<file path="src/sv/sdtn_pkg.sv">
package sdtn_pkg;

  localparam int unsigned DefFractionBits   = 16;
  localparam int unsigned DefFractionDigits = 5;
  localparam int unsigned DefSeparatorSlots = 4;
  localparam int unsigned DefIndexBits      = 16;

  localparam int unsigned ByteW      = 8;
  localparam int unsigned AccBits    = 47;
  localparam int unsigned ValueW     = 48;
  localparam int unsigned IndexOutW  = 16;
  localparam int unsigned RegCount   = 4;
  localparam int unsigned CfgIdxW    = 3;
  localparam int unsigned InUseW     = 3;
  localparam int unsigned QueueDepth = 2;

  localparam logic [CfgIdxW-1:0] CfgIdxInUse = CfgIdxW'(RegCount);

  localparam logic [ByteW-1:0]  SepDefault   = 8'd44;
  localparam logic [InUseW-1:0] InUseDefault = 3'd1;

  localparam logic [ByteW-1:0] CharEnd   = 8'h00;
  localparam logic [ByteW-1:0] CharMinus = 8'h2d;
  localparam logic [ByteW-1:0] CharPoint = 8'h2e;
  localparam logic [ByteW-1:0] CharZero  = 8'h30;
  localparam logic [ByteW-1:0] CharNine  = 8'h39;

  typedef enum logic [2:0] {
    OP_SKIP,
    OP_MINUS,
    OP_POINT,
    OP_DIGIT,
    OP_SEP,
    OP_END
  } sdtn_op_e;

  typedef struct packed {
    sdtn_op_e    op;
    logic [3:0]  digit;
  } sdtn_item_t;

endpackage

</file>
<file path="src/sv/separated_decimal_text_to_numbers_unit.sv">
// Streaming decimal text parser: one ASCII byte per transfer in, one signed Q31.16 number per
// token out, with its token index, an end-of-text flag and a saturation flag. A byte of 0 ends the
// text and returns all token state and the index to zero. Sustained rate is one byte per clock
// unless the output stalls; out_valid_o rises once its token's last byte has passed the queue.
// The front stage classifies each byte against the separator registers, a two-entry queue holds
// classified bytes, and the back stage does one multiply-accumulate per digit into a registered
// output, so in_ready_o drops only when the queue has filled behind a stalled output. The user
// writes separator registers through the cfg port only while no text is in flight (unenforced).
module separated_decimal_text_to_numbers_unit #(
  parameter int unsigned FRACTION_BITS   = sdtn_pkg::DefFractionBits,
  parameter int unsigned FRACTION_DIGITS = sdtn_pkg::DefFractionDigits,
  parameter int unsigned SEPARATOR_SLOTS = sdtn_pkg::DefSeparatorSlots,
  parameter int unsigned INDEX_BITS      = sdtn_pkg::DefIndexBits
) (
  input  logic                            clk_i,
  input  logic                            rst_ni,
  input  logic                            cfg_we_i,
  input  logic [sdtn_pkg::CfgIdxW-1:0]    cfg_idx_i,
  input  logic [sdtn_pkg::ByteW-1:0]      cfg_data_i,
  input  logic                            in_valid_i,
  output logic                            in_ready_o,
  input  logic [sdtn_pkg::ByteW-1:0]      text_byte_i,
  output logic                            out_valid_o,
  input  logic                            out_ready_i,
  output logic [sdtn_pkg::ValueW-1:0]     number_value_o,
  output logic [sdtn_pkg::IndexOutW-1:0]  token_index_o,
  output logic                            final_token_o,
  output logic                            clipped_o
);
  import sdtn_pkg::*;

  logic       q_full, q_empty, push, pop;
  sdtn_item_t push_item, head;

  sdtn_front #(
    .SEPARATOR_SLOTS(SEPARATOR_SLOTS)
  ) u_front (
    .clk_i,
    .rst_ni,
    .cfg_we_i,
    .cfg_idx_i,
    .cfg_data_i,
    .text_valid_i(in_valid_i),
    .text_byte_i,
    .text_ready_o(in_ready_o),
    .q_full_i    (q_full),
    .push_o      (push),
    .item_o      (push_item)
  );

  sdtn_queue u_queue (
    .clk_i,
    .rst_ni,
    .push_i     (push),
    .push_item_i(push_item),
    .full_o     (q_full),
    .pop_i      (pop),
    .empty_o    (q_empty),
    .head_o     (head)
  );

  sdtn_back #(
    .FRACTION_BITS  (FRACTION_BITS),
    .FRACTION_DIGITS(FRACTION_DIGITS),
    .INDEX_BITS     (INDEX_BITS)
  ) u_back (
    .clk_i,
    .rst_ni,
    .q_empty_i(q_empty),
    .head_i   (head),
    .pop_o    (pop),
    .out_valid_o,
    .out_ready_i,
    .number_value_o,
    .token_index_o,
    .final_token_o,
    .clipped_o
  );

endmodule

</file>
<file path="src/sv/sdtn_front.sv">
module sdtn_front #(
  parameter int unsigned SEPARATOR_SLOTS = sdtn_pkg::DefSeparatorSlots
) (
  input  logic                          clk_i,
  input  logic                          rst_ni,
  input  logic                          cfg_we_i,
  input  logic [sdtn_pkg::CfgIdxW-1:0]  cfg_idx_i,
  input  logic [sdtn_pkg::ByteW-1:0]    cfg_data_i,
  input  logic                          text_valid_i,
  input  logic [sdtn_pkg::ByteW-1:0]    text_byte_i,
  output logic                          text_ready_o,
  input  logic                          q_full_i,
  output logic                          push_o,
  output sdtn_pkg::sdtn_item_t          item_o
);
  import sdtn_pkg::*;

  localparam int unsigned NumSep = (SEPARATOR_SLOTS < RegCount) ? SEPARATOR_SLOTS : RegCount;

  logic [ByteW-1:0]  sep_q [NumSep];
  logic [InUseW-1:0] in_use_q;
  logic              at_start_q;
  logic              sep_hit;

  always_ff @(posedge clk_i or negedge rst_ni) begin
    if (!rst_ni) begin
      for (int i = 0; i < NumSep; i++) begin
        sep_q[i] <= (i == 0) ? SepDefault : '0;
      end
      in_use_q <= InUseDefault;
    end else if (cfg_we_i) begin
      for (int i = 0; i < NumSep; i++) begin
        if (cfg_idx_i == CfgIdxW'(i)) begin
          sep_q[i] <= cfg_data_i;
        end
      end
      if (cfg_idx_i == CfgIdxInUse) begin
        in_use_q <= cfg_data_i[InUseW-1:0];
      end
    end
  end

  always_comb begin
    sep_hit = 1'b0;
    for (int i = 0; i < NumSep; i++) begin
      if ((32'(in_use_q) > i) && (sep_q[i] != '0) && (sep_q[i] == text_byte_i)) begin
        sep_hit = 1'b1;
      end
    end
  end

  always_comb begin
    item_o.digit = text_byte_i[3:0];
    if (text_byte_i == CharEnd) begin
      item_o.op = OP_END;
    end else if (sep_hit) begin
      item_o.op = OP_SEP;
    end else if (at_start_q && text_byte_i == CharMinus) begin
      item_o.op = OP_MINUS;
    end else if (text_byte_i == CharPoint) begin
      item_o.op = OP_POINT;
    end else if (text_byte_i >= CharZero && text_byte_i <= CharNine) begin
      item_o.op = OP_DIGIT;
    end else begin
      item_o.op = OP_SKIP;
    end
  end

  assign text_ready_o = !q_full_i;
  assign push_o       = text_valid_i && !q_full_i;

  always_ff @(posedge clk_i or negedge rst_ni) begin
    if (!rst_ni) begin
      at_start_q <= 1'b1;
    end else if (push_o) begin
      at_start_q <= (item_o.op == OP_SEP) || (item_o.op == OP_END);
    end
  end

  assert property (@(posedge clk_i) disable iff (!rst_ni)
    push_o && (item_o.op == OP_SEP || item_o.op == OP_END) |=> at_start_q)
    else $error("token start not restored after a token end");

endmodule

</file>
<file path="src/sv/sdtn_queue.sv">
module sdtn_queue (
  input  logic                 clk_i,
  input  logic                 rst_ni,
  input  logic                 push_i,
  input  sdtn_pkg::sdtn_item_t push_item_i,
  output logic                 full_o,
  input  logic                 pop_i,
  output logic                 empty_o,
  output sdtn_pkg::sdtn_item_t head_o
);
  import sdtn_pkg::*;

  localparam int unsigned PtrW = (QueueDepth > 1) ? $clog2(QueueDepth) : 1;
  localparam int unsigned CntW = $clog2(QueueDepth + 1);

  sdtn_item_t      mem_q [QueueDepth];
  logic [PtrW-1:0] wr_ptr_q, rd_ptr_q;
  logic [CntW-1:0] count_q;

  assign full_o  = (count_q == CntW'(QueueDepth));
  assign empty_o = (count_q == '0);
  assign head_o  = mem_q[rd_ptr_q];

  always_ff @(posedge clk_i) begin
    if (push_i) begin
      mem_q[wr_ptr_q] <= push_item_i;
    end
  end

  always_ff @(posedge clk_i or negedge rst_ni) begin
    if (!rst_ni) begin
      wr_ptr_q <= '0;
      rd_ptr_q <= '0;
      count_q  <= '0;
    end else begin
      if (push_i) begin
        wr_ptr_q <= (wr_ptr_q == PtrW'(QueueDepth - 1)) ? '0 : wr_ptr_q + 1'b1;
      end
      if (pop_i) begin
        rd_ptr_q <= (rd_ptr_q == PtrW'(QueueDepth - 1)) ? '0 : rd_ptr_q + 1'b1;
      end
      if (push_i && !pop_i) begin
        count_q <= count_q + 1'b1;
      end else if (pop_i && !push_i) begin
        count_q <= count_q - 1'b1;
      end
    end
  end

  assert property (@(posedge clk_i) disable iff (!rst_ni) push_i |-> !full_o)
    else $error("push into full queue");
  assert property (@(posedge clk_i) disable iff (!rst_ni) pop_i |-> !empty_o)
    else $error("pop from empty queue");

endmodule

</file>
<file path="src/sv/sdtn_back.sv">
module sdtn_back #(
  parameter int unsigned FRACTION_BITS   = sdtn_pkg::DefFractionBits,
  parameter int unsigned FRACTION_DIGITS = sdtn_pkg::DefFractionDigits,
  parameter int unsigned INDEX_BITS      = sdtn_pkg::DefIndexBits
) (
  input  logic                            clk_i,
  input  logic                            rst_ni,
  input  logic                            q_empty_i,
  input  sdtn_pkg::sdtn_item_t            head_i,
  output logic                            pop_o,
  output logic                            out_valid_o,
  input  logic                            out_ready_i,
  output logic [sdtn_pkg::ValueW-1:0]     number_value_o,
  output logic [sdtn_pkg::IndexOutW-1:0]  token_index_o,
  output logic                            final_token_o,
  output logic                            clipped_o
);
  import sdtn_pkg::*;

  localparam int unsigned IntW = AccBits - FRACTION_BITS;
  localparam int unsigned PosW = $clog2(FRACTION_DIGITS + 1);

  logic [FRACTION_BITS-1:0] wtab [FRACTION_DIGITS];

  for (genvar g = 0; g < FRACTION_DIGITS; g++) begin : g_wt
    localparam longint unsigned Pow = 64'd10 ** (g + 1);
    localparam longint unsigned Wt  = ((64'd1 << FRACTION_BITS) + Pow / 2) / Pow;
    assign wtab[g] = FRACTION_BITS'(Wt);
  end

  logic [AccBits-1:0]    acc_q;
  logic                  point_q;
  logic [PosW-1:0]       pos_q;
  logic                  minus_q;
  logic [INDEX_BITS-1:0] tokens_q;
  logic                  ovf_q;

  logic                  out_valid_q;
  logic [ValueW-1:0]     number_q;
  logic [IndexOutW-1:0]  index_q;
  logic                  final_q;
  logic                  clipped_q;

  logic                       emits;
  logic [IntW+3:0]            ip10;
  logic                       sat;
  logic [FRACTION_BITS-1:0]   wsel;
  logic [FRACTION_BITS+3:0]   fprod;
  logic [ValueW-1:0]          mag;

  assign emits = (head_i.op == OP_SEP) || (head_i.op == OP_END);
  assign pop_o = !q_empty_i && (!emits || !out_valid_q || out_ready_i);

  assign ip10 = {1'b0, acc_q[AccBits-1:FRACTION_BITS], 3'b000}
              + {3'b000, acc_q[AccBits-1:FRACTION_BITS], 1'b0}
              + (IntW+4)'(head_i.digit);
  assign sat  = |ip10[IntW+3:IntW];

  always_comb begin
    wsel = '0;
    for (int i = 0; i < FRACTION_DIGITS; i++) begin
      if (pos_q == PosW'(i)) begin
        wsel = wtab[i];
      end
    end
  end

  assign fprod = (FRACTION_BITS+4)'(head_i.digit) * (FRACTION_BITS+4)'(wsel);
  assign mag   = {1'b0, acc_q};

  always_ff @(posedge clk_i or negedge rst_ni) begin
    if (!rst_ni) begin
      acc_q    <= '0;
      point_q  <= 1'b0;
      pos_q    <= '0;
      minus_q  <= 1'b0;
      tokens_q <= '0;
      ovf_q    <= 1'b0;
    end else if (pop_o) begin
      unique case (head_i.op)
        OP_MINUS: minus_q <= 1'b1;
        OP_POINT: point_q <= 1'b1;
        OP_DIGIT: begin
          if (!point_q) begin
            acc_q <= {sat ? {IntW{1'b1}} : ip10[IntW-1:0], {FRACTION_BITS{1'b0}}};
            if (sat) begin
              ovf_q <= 1'b1;
            end
          end else if (pos_q < PosW'(FRACTION_DIGITS)) begin
            pos_q <= pos_q + 1'b1;
            acc_q <= acc_q + AccBits'(fprod);
          end
        end
        OP_SEP, OP_END: begin
          acc_q    <= '0;
          point_q  <= 1'b0;
          pos_q    <= '0;
          minus_q  <= 1'b0;
          ovf_q    <= 1'b0;
          tokens_q <= (head_i.op == OP_END) ? '0 : tokens_q + 1'b1;
        end
        default: ;
      endcase
    end
  end

  always_ff @(posedge clk_i or negedge rst_ni) begin
    if (!rst_ni) begin
      out_valid_q <= 1'b0;
    end else if (pop_o && emits) begin
      out_valid_q <= 1'b1;
    end else if (out_ready_i) begin
      out_valid_q <= 1'b0;
    end
  end

  always_ff @(posedge clk_i) begin
    if (pop_o && emits) begin
      number_q  <= minus_q ? (ValueW'(0) - mag) : mag;
      index_q   <= IndexOutW'(tokens_q);
      final_q   <= (head_i.op == OP_END);
      clipped_q <= ovf_q;
    end
  end

  assign out_valid_o    = out_valid_q;
  assign number_value_o = number_q;
  assign token_index_o  = index_q;
  assign final_token_o  = final_q;
  assign clipped_o      = clipped_q;

  assert property (@(posedge clk_i) disable iff (!rst_ni)
    pop_o && head_i.op == OP_END |=> tokens_q == '0 && acc_q == '0)
    else $error("state not cleared after end of text");
  assert property (@(posedge clk_i) disable iff (!rst_ni)
    pop_o && emits |=> out_valid_q)
    else $error("result lost");
  assert property (@(posedge clk_i) disable iff (!rst_ni)
    out_valid_q && !out_ready_i |-> !(pop_o && emits))
    else $error("result overwritten while stalled");

endmodule

</file>
<file path="config.mk">
export PLATFORM = sky130hd
export DESIGN_NAME = separated_decimal_text_to_numbers_unit
export DESIGN_NICKNAME = d
export VERILOG_FILES = /design/src/sv/sdtn_pkg.sv /design/src/sv/separated_decimal_text_to_numbers_unit.sv /design/src/sv/sdtn_front.sv /design/src/sv/sdtn_queue.sv /design/src/sv/sdtn_back.sv
export SDC_FILE = /design/constraint.sdc
export NUM_CORES = 1
export LEC_CHECK = 0
export BUFFER_PORTS_ARGS = -buffer_cell sky130_fd_sc_hd__buf_4
export CAP_MARGIN = 15
export CORE_ASPECT_RATIO = 1.5
export CORE_MARGIN = 1.5
export CORE_UTILIZATION = 50
export DETAILED_ROUTE_END_ITERATION = 7
export MAX_ROUTING_LAYER = met4
export PLACE_DENSITY = 0.68
export RECOVER_POWER = 100
export SYNTH_ARGS = -nofsm -noshare
export SYNTH_HDL_FRONTEND = slang
export SYNTH_SLANG_ARGS = --single-unit
</file>
<file path="constraint.sdc">
create_clock -name clk_i -period 10.69 [get_ports clk_i]
set_clock_uncertainty 0.2 [all_clocks]
set_input_delay 0.5345 -clock clk_i [delete_from_list [all_inputs] [get_ports clk_i]]
set_output_delay 0.5345 -clock clk_i [all_outputs]
set_load 0.02 [all_outputs]
</file>
==> results.yml <==
yosys:
  synth_compound_area_frac: 0.1633
  ys_seq_area_frac: 0.3818
  synthMuxAreaShare: 0.03758
  yosys.area.top_type: "dfrtp_1"
  yosys-top-cells-area: "dfrtp_1 (19%), edfxtp_1 (18%), ha_1 (9.8%)"
  synth-adder-area-share: 0.1396
  avgSynthCellArea_um2: 9.657
  synth_xor_xnor_area_share: 0.08811
  post_synth_and_or_nand_nor_area_fraction: 0.1411
  synth_area_mm2: 0.01352
  synth_top_area_frac: 0.1944
  synth_top_family_by_area: "compound AO/OA/AOI/OAI gates"
  ys_ff_latch: 190
  async_reset_ff_frac: 0.5789
  yosys.cell_types.count: 76
  synth_ff_type: "dfrtp_1"
  syn-num-nets: 1558
  synth_edf_count: 80
  syn_inst: 1400
  yosysWarnings: 0
die:
  dieArea_mm2: 0.02805
  core_mm2: 0.02658
  start_util: 0.5086
  die_width_um: 137.3
  core.rowCount: 73
  io_pins: 92
  die_y_um: 204.4
timing:
  fin_crit_sh: 0.6354
  rsz0062_at_grt: "no"
  slew_headroom: -1.243
  finalCriticalPeriod_ns: 6.793
  timing.hold.ws_ns: 0.1544
  final_max_slew_viol_count: 310
  fin_setup_tns_ns: 0
  setup_violations: 0
  worst_pin_slew_ns: 3.364
  final-hold-violation-count: 0
  fmax_ghz: 0.1472
setup_path:
  r2r-end: "u_back.acc_q[27]"
  critPathRequiredTime_ns: 10.84
  worstSetupPathType: "reg2reg"
  worstPathMaxFanout: 10
  cp-end-kind: "flop"
  cp-start-kind: "flop"
  worstRegToRegCells: 20
  cp_data_arrival_time_ns: 6.94
  r2r-start: "u_back.pos_q[2]"
  r2r_slack_ns: 3.90
worst_hold_path:
  hold_class: "in2reg"
  hold_depth: 2
  hold_end: "u_front.sep_q[13]"
  holdCritStartpoint: "cfg_data_i[5]"
layout:
  fillers: 2443
  layout_common_cells: "nand2_1 (108), ha_1 (106), inv_1 (105), dfrtp_1 (105), nor2_1 (92)"
  drive_gt1_frac: 0.07629
  final_common_cell: "nand2_1"
  diodes: 0
  nets: 1613
  design_area_mm2: 0.01473
  syn2layout_area_growth_pct: 8.959
drt:
  drtIter0Drc: 616
  postRouteWirelength_um: 35350
  vias: 10955
  dr.pass1.iters: 5
  wl_per_cell_um: 19.58
  vias_per_cell: 6.069
  ant_nets: 0
  drc: 0
grt:
  grt_overflow: 0
  grt_max_degree: 62
  grt_antenna_before_repair: 0
  grt_pass1_vias: 11088
  grt_first_pass_wirelength_um: 56840
  track_usage: 0.2697
clock_network:
  cts_buffers: 17
  postCtsSetupBuffers: 0
  clk-insertion-delay-late_ns: 0.46
  htree_levels: 4
  clock_sinks: 190
  cts_root_buf: "clkbuf_16"
  cts_tree: "done"
  cts_hold_buf: 1
  cts-resized-gates: 0
  cts.clk_slew.worst_paths_ns: 0.08
  cts.path.max_buffers: 2
run_status:
  violations: "capacitance limit, slew limit"
  outcome: "finished, violations left"
place:
  dpl_cell_area_mm2: 0.01443
  place_congestion: 0.9040
  port_buffers: 91
  hpwlAfterDp_um: 26970
job:
  max-cap-violations: 7
[critical path, cell delays in order, from the launching register on]
cell and delay (ns):
dfrtp_1 0.52, inv_1 0.18, ha_1 0.29, nor4_1 0.41, nand2_1 0.18, nor2_1 0.38, fa_1 0.50, fa_1 0.55
inv_1 0.05, fa_1 0.49, inv_1 0.04, ha_1 0.36, and3_1 0.25, a221oi_1 0.62, nor2_1 0.10, a211oi_1 0.20
o21ai_0 0.34, and2_0 0.40, nand3_1 0.21, o21ai_0 0.10, a221oi_1 0.31
[cells by family (layout without fill, tap and decap cells)]
group	count (synthesis)	count (layout)
flip-flops	190	190
buffers and inverters	171	239
XOR/XNOR	136	136
adder cells (fa/ha/maj)	134	134
AND/OR/NAND/NOR	386	386
multiplexers	46	46
AO/OA/AOI/OAI	337	337
[how the worst max path moves through the flow]
stage | startpoint | end | slack [ns] | cells past startpoint
3_5_place_dp | u_back.pos_q[1] | u_back.acc_q[38] | 4.04 | 20
4_1_cts | u_back.pos_q[1] | u_back.acc_q[38] | 4.03 | 20
3_3_place_gp | u_back.pos_q[1] | u_back.acc_q[38] | 4.12 | 20
6_report | u_back.pos_q[2] | u_back.acc_q[27] | 3.90 | 20
5_1_grt | u_back.pos_q[2] | u_back.acc_q[41] | 3.35 | 19
2_1_floorplan | u_back.pos_q[2] | u_back.acc_q[40] | 4.96 | 21
[flip-flops by register name, indices dropped and copies added, names as in the netlist, 2 cells and up]
register               cells
u_queue.mem_q             14
u_back.acc_q              47
u_back.pos_q               3
u_front.sep_q             32
u_back.token_index_o      16
u_queue.count_q            2
u_back.tokens_q           16
u_back.number_value_o     48
u_front.in_use_q           3
[per-stage QoR]
step | cells | setup slack [ns] | util
2_1_floorplan | 1400 | 4.955 | -
3_3_place_gp | 1770 | 4.125 | 0.5429
3_5_place_dp | 1770 | 4.043 | 0.5429
4_1_cts | 1803 | 4.027 | 0.5667
5_1_grt | 1805 | 3.353 | 0.5542
6_report | 1805 | 3.897 | 0.5542
[routing by layer]
layer,track usage,up-vias,share of wire
met3,0.04191,93,0.041
met2,0.4869,363,0.54
met4,0.1199,0,0.038
met5,-,-,0
li1,-,5145,-
met1,0.2868,5354,0.38
[cells in the mapped netlist (all sizes together), types with 20 or more instances]
library cell,count
nand2,108
ha,106
dfrtp,105
inv,105
nor2,93
xnor2,90
a21oi,88
edfxtp,80
o21ai,70
clkbuf,53
xor2,46
mux2,38
nand3,32
nand4,32
fa,28
nor3,28
a211oi,24
a21o,24
o22ai,20
[layout make-up]
cell class / count / area [um2] / share of cell area
multi-input cells: 1039 / 7665 / 0.5203
flip-flops and latches: 190 / 5161 / 0.3504
repair buffers: 102 / 464.2 / 0.03151
clock buffers: 17 / 425.4 / 0.02888
well taps: 337 / 421.7 / 0.02862
inverters: 105 / 394.1 / 0.02676
clock inverters: 15 / 198.9 / 0.01351
Power is not shown: default switching activity piles up to over one toggle a cycle in this logic, so the estimate is an artifact.
